==> config.mk <==
export PLATFORM = sky130hd
export DESIGN_NAME = smb_ctrl
export DESIGN_NICKNAME = d
export VERILOG_FILES = /design/src/rtl/smb_pkg.sv /design/src/rtl/smb_ctrl.sv
export SDC_FILE = /design/constraint.sdc
export NUM_CORES = 1
export LEC_CHECK = 0
export ABC_AREA = 1
export BUFFER_PORTS_ARGS = -buffer_cell sky130_fd_sc_hd__buf_4
export CAP_MARGIN = 40
export CORE_AREA = 2 2 39 41
export DETAILED_ROUTE_END_ITERATION = 8
export DIE_AREA = 0 0 41 43
export GPL_ROUTABILITY_DRIVEN = 0
export PLACE_DENSITY = 0.42
export SETUP_SLACK_MARGIN = 0.3
export SLEW_MARGIN = 20
export SYNTH_ARGS = -nofsm -noshare
export SYNTH_HDL_FRONTEND = slang
export SYNTH_SLANG_ARGS = --single-unit
==> constraint.sdc <==
create_clock -name clk -period 2.55 [get_ports clk]
set_input_delay 0 -clock clk [delete_from_list [all_inputs] [get_ports clk]]
set_output_delay 0 -clock clk [all_outputs]
set_load 0.03 [all_outputs]
==> src/rtl/smb_pkg.sv <==
`timescale 1ns / 1ps
`default_nettype none
// ---------------------------------------------------------------------------
// smb_pkg: shared types and constants for the semaphore bank
// words, operation and status codes, control/status bundles, sizes
// ---------------------------------------------------------------------------
package smb_pkg;

  localparam int NUM_SEMS    = 128;
  localparam int SEM_AW      = 7;
  localparam int QUEUE_DEPTH = 16;
  localparam int Q_AW        = 4;
  localparam int REQ_W       = 6;
  localparam int FREE_W      = SEM_AW + 1;
  localparam int ENTRY_W     = 1 + 2 * Q_AW;
  localparam int WAIT_DEPTH  = NUM_SEMS * QUEUE_DEPTH;

  localparam logic [1:0] MODE_CREATE = 2'd0;
  localparam logic [1:0] MODE_DOWN   = 2'd1;
  localparam logic [1:0] MODE_UP     = 2'd2;

  localparam logic [1:0] ST_OK      = 2'd0;
  localparam logic [1:0] ST_BLOCKED = 2'd1;
  localparam logic [1:0] ST_FULL    = 2'd2;
  localparam logic [1:0] ST_NOFREE  = 2'd3;

  typedef struct packed {
    logic [1:0]       mode;
    logic [SEM_AW-1:0] sem_id;
    logic             init_value;
    logic [REQ_W-1:0] requester;
  } smb_in_t;

  typedef struct packed {
    logic [1:0]        status;
    logic [SEM_AW-1:0] new_id;
    logic              woke_valid;
    logic [REQ_W-1:0]  woke_requester;
  } smb_out_t;

  typedef struct packed {
    logic capture;
    logic exec;
    logic wake;
    logic emit;
  } smb_cmd_t;

  typedef struct packed {
    logic need_wake;
  } smb_sts_t;

endpackage : smb_pkg
`default_nettype wire

==> src/rtl/smb_ctrl.sv <==
`timescale 1ns / 1ps
`default_nettype none
// ---------------------------------------------------------------------------
// smb_ctrl: sequencing state machine
// steps one operation through lookup, update, waiter read and hand-off
// ---------------------------------------------------------------------------
module smb_ctrl
  import smb_pkg::*;
(
  input  wire logic     clk,
  input  wire logic     rst_n,
  input  wire logic     in_valid,
  output      logic     in_stall,
  output      logic     out_valid,
  input  wire logic     out_stall,
  input  wire smb_sts_t sts,
  output      smb_cmd_t cmd
);

  localparam logic [1:0] S_IDLE = 2'd0;
  localparam logic [1:0] S_EXEC = 2'd1;
  localparam logic [1:0] S_WAKE = 2'd2;
  localparam logic [1:0] S_EMIT = 2'd3;

  logic [1:0] state_r, state_nxt;
  logic       out_valid_r, out_valid_nxt;
  logic       out_free;

  assign in_stall  = (state_r != S_IDLE);
  assign out_valid = out_valid_r;
  assign out_free  = !out_valid_r || !out_stall;

  always_comb begin
    state_nxt = state_r;
    cmd       = '0;
    unique case (state_r)
      S_IDLE: begin
        if (in_valid) begin
          cmd.capture = 1'b1;
          state_nxt   = S_EXEC;
        end
      end
      S_EXEC: begin
        cmd.exec  = 1'b1;
        state_nxt = sts.need_wake ? S_WAKE : S_EMIT;
      end
      S_WAKE: begin
        cmd.wake  = 1'b1;
        state_nxt = S_EMIT;
      end
      S_EMIT: begin
        if (out_free) begin
          cmd.emit  = 1'b1;
          state_nxt = S_IDLE;
        end
      end
      default: state_nxt = S_IDLE;
    endcase
  end

  always_comb begin
    out_valid_nxt = out_valid_r;
    priority if (cmd.emit) begin
      out_valid_nxt = 1'b1;
    end else if (!out_stall) begin
      out_valid_nxt = 1'b0;
    end else begin
      out_valid_nxt = out_valid_r;
    end
  end

  always_ff @(posedge clk) begin
    if (!rst_n) begin
      state_r     <= S_IDLE;
      out_valid_r <= 1'b0;
    end else begin
      state_r     <= state_nxt;
      out_valid_r <= out_valid_nxt;
    end
  end

endmodule : smb_ctrl
`default_nettype wire

# Word-level counts from Yosys, hierarchy flattened
# Cells that the tools add are included.
dict set report totals {
  in_bits 5
  word_cells 26
  ff_bits 3
  output_inout_bits 6
}
dict set report classes {
  reduce_logical 6
  mux 12
  n_eq_ne 6
}
# op count
set op_table {}
lappend op_table {{$mux W1} 9}
lappend op_table {{$pmux W2 S4} 1}
lappend op_table {{$eq A2 B2 Y1 const B} 2}
lappend op_table {{$mux W2} 2}
lappend op_table {{$ne A2 B2 Y1 const B} 2}
lappend op_table {{$eq A2 B1 Y1 const B} 1}
lappend op_table {{$logic_not A1 Y1} 2}
lappend op_table {{$logic_not A2 Y1} 1}
lappend op_table {{$ne A2 B1 Y1 const B} 1}
lappend op_table {{$reduce_and A2 Y1} 1}
lappend op_table {{$reduce_bool A2 Y1} 1}
lappend op_table {{$logic_or A1 B1 Y1} 1}

# Depth between registers and ports, before layout
dict set report logic_depth {
  ltp_word 5
  mapped_depth 6
  mapped_depth_nobuf 6
}

# Worst setup path before layout
# Ideal clock, no wire load.
dict set report synth_path {
  path_kind {flip-flop to flip-flop}
  startpoint {register state_r[1]}
  endpoint {register state_r[0]}
  t_required_ns 2.436
  path_slack_ns 1.409
  period_less_slack_ns 1.141
  path_buffers 0
  arrival_time_ns 1.027
  stages_incl_launch_ff 7
  setup_ns 0.114
  path_cell_list {dfxtp_1 > inv_1 > ha_1 > nand2_1 > nand3_1 > nand2_1 > a21oi_2}
}
dict set report synth_between {
  elab_chain_len 3
  word_cells_on_any_way 8
  classes_between {eq/ne (5); mux (1); reduce/logical (2)}
}
# item line_no
set synth_lines {}
lappend synth_lines {{from (decl)} smb_ctrl.sv:25} ;# logic [1:0] state_r, state_nxt;
lappend synth_lines {{from (signal assigned)} smb_ctrl.sv:77} ;# state_r <= state_nxt;
lappend synth_lines {{$eq A2 B2 Y1 or $logic_not A2 Y1 (tied branches)} smb_ctrl.sv:36} ;# unique case (state_r)
lappend synth_lines {{$ne A2 B2 Y1 (no line)} n/a}
lappend synth_lines {{$reduce_and A2 Y1 (no line)} n/a}
# Several ways; a longest one is shown, not always the timed one.
# A chain may end at the register's enable or synchronous reset.

==> summary.txt <==
Logic synthesis
  • Syn Area/Cell: 7.11 µm²
  • Post-synthesis mux area share: 0%
  • Synth warnings: 0
  • Area leader, netlist: ha_1
  • Post-Synth Adder-Cell Area: approximately 25%
  • Mapped Cells: 35
  • Syn Nets: between 40 and 50
  • Synth Area in XOR/XNOR: 0%
  • Mapped Area: 249 µm²
  • Seq cells post-synth: 3
  • Seq/Total Area, Yosys: 24.1%
  • Top-area cell type share of the netlist area: 25.1%
  • Compound-Gate Fraction of Synth Area: approximately a tenth
  • Largest family of logic cells by synthesized area: adder cells
  • Largest cells by area after synthesis: ha_1 25%, dfxtp_1 24%, inv_1 14%, nand2_1 12%, a21oi_1 6.0%
  • Yosys cell types: 10
  • Simple-Gate Fraction of Synth Area: between 20% and 30%

Clock tree
  • CTS root buf: clkbuf_4
  • Cts repair resizes: 0
  • Clock sink count: 3
  • TritonCTS clock tree: done
  • Worst skew pair latency: 0.23 ns
  • Cts hold-fix bufs: 0
  • H-tree depth: 1
  • Clock-pin slew on the worst setup and hold paths: 0.04 ns
  • Clk buf depth: 2
  • Postcts setup bufs: 0
  • Num CTS Buffers: 3

STA
  • Final Setup Violations: 0
  • Final hold violations: 0
  • Max_slew headroom: 89.3%
  • Setup Skew: roughly 0.00042 ns
  • Setup TNS Final: 0 ns
  • Final min period: 1.21 ns
  • Max Fclk: 0.826 GHz
  • Actual slew at the worst max-slew pin: 0.160 ns
  • Unrepaired setup endpoints after global routing: false
  • Slew Viols, Final: 0
  • Final period util: 47.5%

Route
  • Antenna-violating nets left: 0
  • DR DRC count: 0
  • DR vias/cell: 3.80
  • 1st-iter DRT viols: 5
  • First-pass iteration count of the detailed router: 4
  • Total wire length: 461 µm
  • Via count: 243
  • Avg WL per Cell: about 7 µm

Power and ir drop
  • Tot Pwr: 446 µW
  • Pwr dens: 1230 mW/mm²
  • Peak supply drop: ~0.4 mV
  • Leak Pwr: between 0.0002 and 0.00025 µW

Worst setup path
  • CP startpoint: state_r[0]
  • Worst setup EP type: primary output
  • Crit path max fanout: 4
  • WS Path Type: register to primary output
  • Slowest cell on the critical path: dfxtp_1
  • Worst path arrival time: approximately 1.2 ns
  • R2r startpoint: state_r[0]
  • Crit-path cells: inv_1, ha_1, nand2_1, inv_1, buf_4
  • Cell mode on critical path: inv_1
  • Max stage delay on crit path: 0.38 ns
  • Critical path startpoint category: register
  • Worst EP required: 2.55 ns

Global routing
  • Top Usage Layer GRT: met2
  • Met3 GRT Util: between 7 and 8%
  • Global-route wire length before repair: 807 µm
  • Met1 GRT Util: 8.04%
  • Number of global-route vias before repair: between 200 and 250
  • Met2 Use GR: 8.44%
  • Largest net degree at the start of global routing: 6
  • Grt ovf: 0
  • Antenna violations before repair: 0
  • Total GRT Usage: 7.93%

Place
  • IO buf count: 10
  • Cell total after placement: 60
  • Post-DP HPWL: between 300 and 400 µm

Layout
  • Area growth syn-to-layout: 45.7%
  • Ant diodes: 0
  • Nets: ~60
  • Share of cells above drive strength 1: 33.3%
  • Most frequent cells in the layout: 10 x buf_4, 9 x inv_1, 8 x nand2_1
  • Most common cell after layout, fill and taps aside: buf_4
  • Non-Filler Instances: 64

Die
  • DIE WIDTH: 41 µm
  • Die Ht: 43 µm
  • Initial core utilization: 18.0%
  • # IOs: 11
  • Full die area: 0.00176 mm²
  • Row count: 14
  • Core area: approximately 0.0014 mm²

Run
  • Maxcap violations: 0

Min path
  • HP Class: primary input to register
  • HP Start: rst_n

Status
  • Status: finished, final reports clean
synth_stat cells, drive strengths merged:
cell type / count
dfxtp: 3
ha: 5
buf: 1
nand2: 9
a21oi: 4
nand3: 4
inv: 9
layout make-up:
type	count	area [µm²]
fill	165	1020
multi-input combinational	22	148
timing repair buffer	10	75.1
sequential	3	60.1
inverter	9	33.8
clock buffer	4	26.3
tap	16	20.0
sequential cells by signal, indices dropped and copies added (netlist names):
name and flops:
out_valid 1, state_r 2
logic make-up after synthesis:
family,count (synthesis)
buffers and inverters,10
and+or+nand+nor,13
AOI/OAI and AO/OA,4
DFF,3
adders and majority gates,5
critical path: cells and delay by family (launching register included):
| family | cells | cell delay [ns] |
|---|---|---|
| adder cells (fa/ha/maj) | 1 | 0.24 |
| flip-flops | 1 | 0.38 |
| AND/OR/NAND/NOR | 1 | 0.06 |
| buffers and inverters | 3 | 0.29 |
worst paths after layout:
path | cells past startpoint | end | slack [ns]
max reg2reg | 6 | state_r[0] | 1.41
min reg2reg | 2 | out_valid | 0.49
max | 5 | cmd[3] | 1.34
min | 3 | state_r[0] | 0.03
metal layers:
layer / up-vias / part of all wire [%]
met5: - / 0
met1: 103 / 44
met3: 0 / 12
met2: 11 / 44
met4: 0 / 0
li1: 129 / -
power breakdown:
group          switching (µW)  internal, µW
clock                    23.8          58.6
sequential               19.5          64.5
combinational             172           108
through the flow:
stage          cell area [µm²]  worst slack, ns  hold slack, ns  utilization (%)
6_report                   363             1.34          0.0260             26.2
3_3_place_gp               337             1.37           0.266             24.3
3_5_place_dp               337             1.40           0.266             24.3
2_1_floorplan              249             1.41           0.145                -
5_1_grt                    363             1.19          0.0239             26.2
4_1_cts                    363             1.31          0.0229             26.2
(Power assumes the default switching activity.)
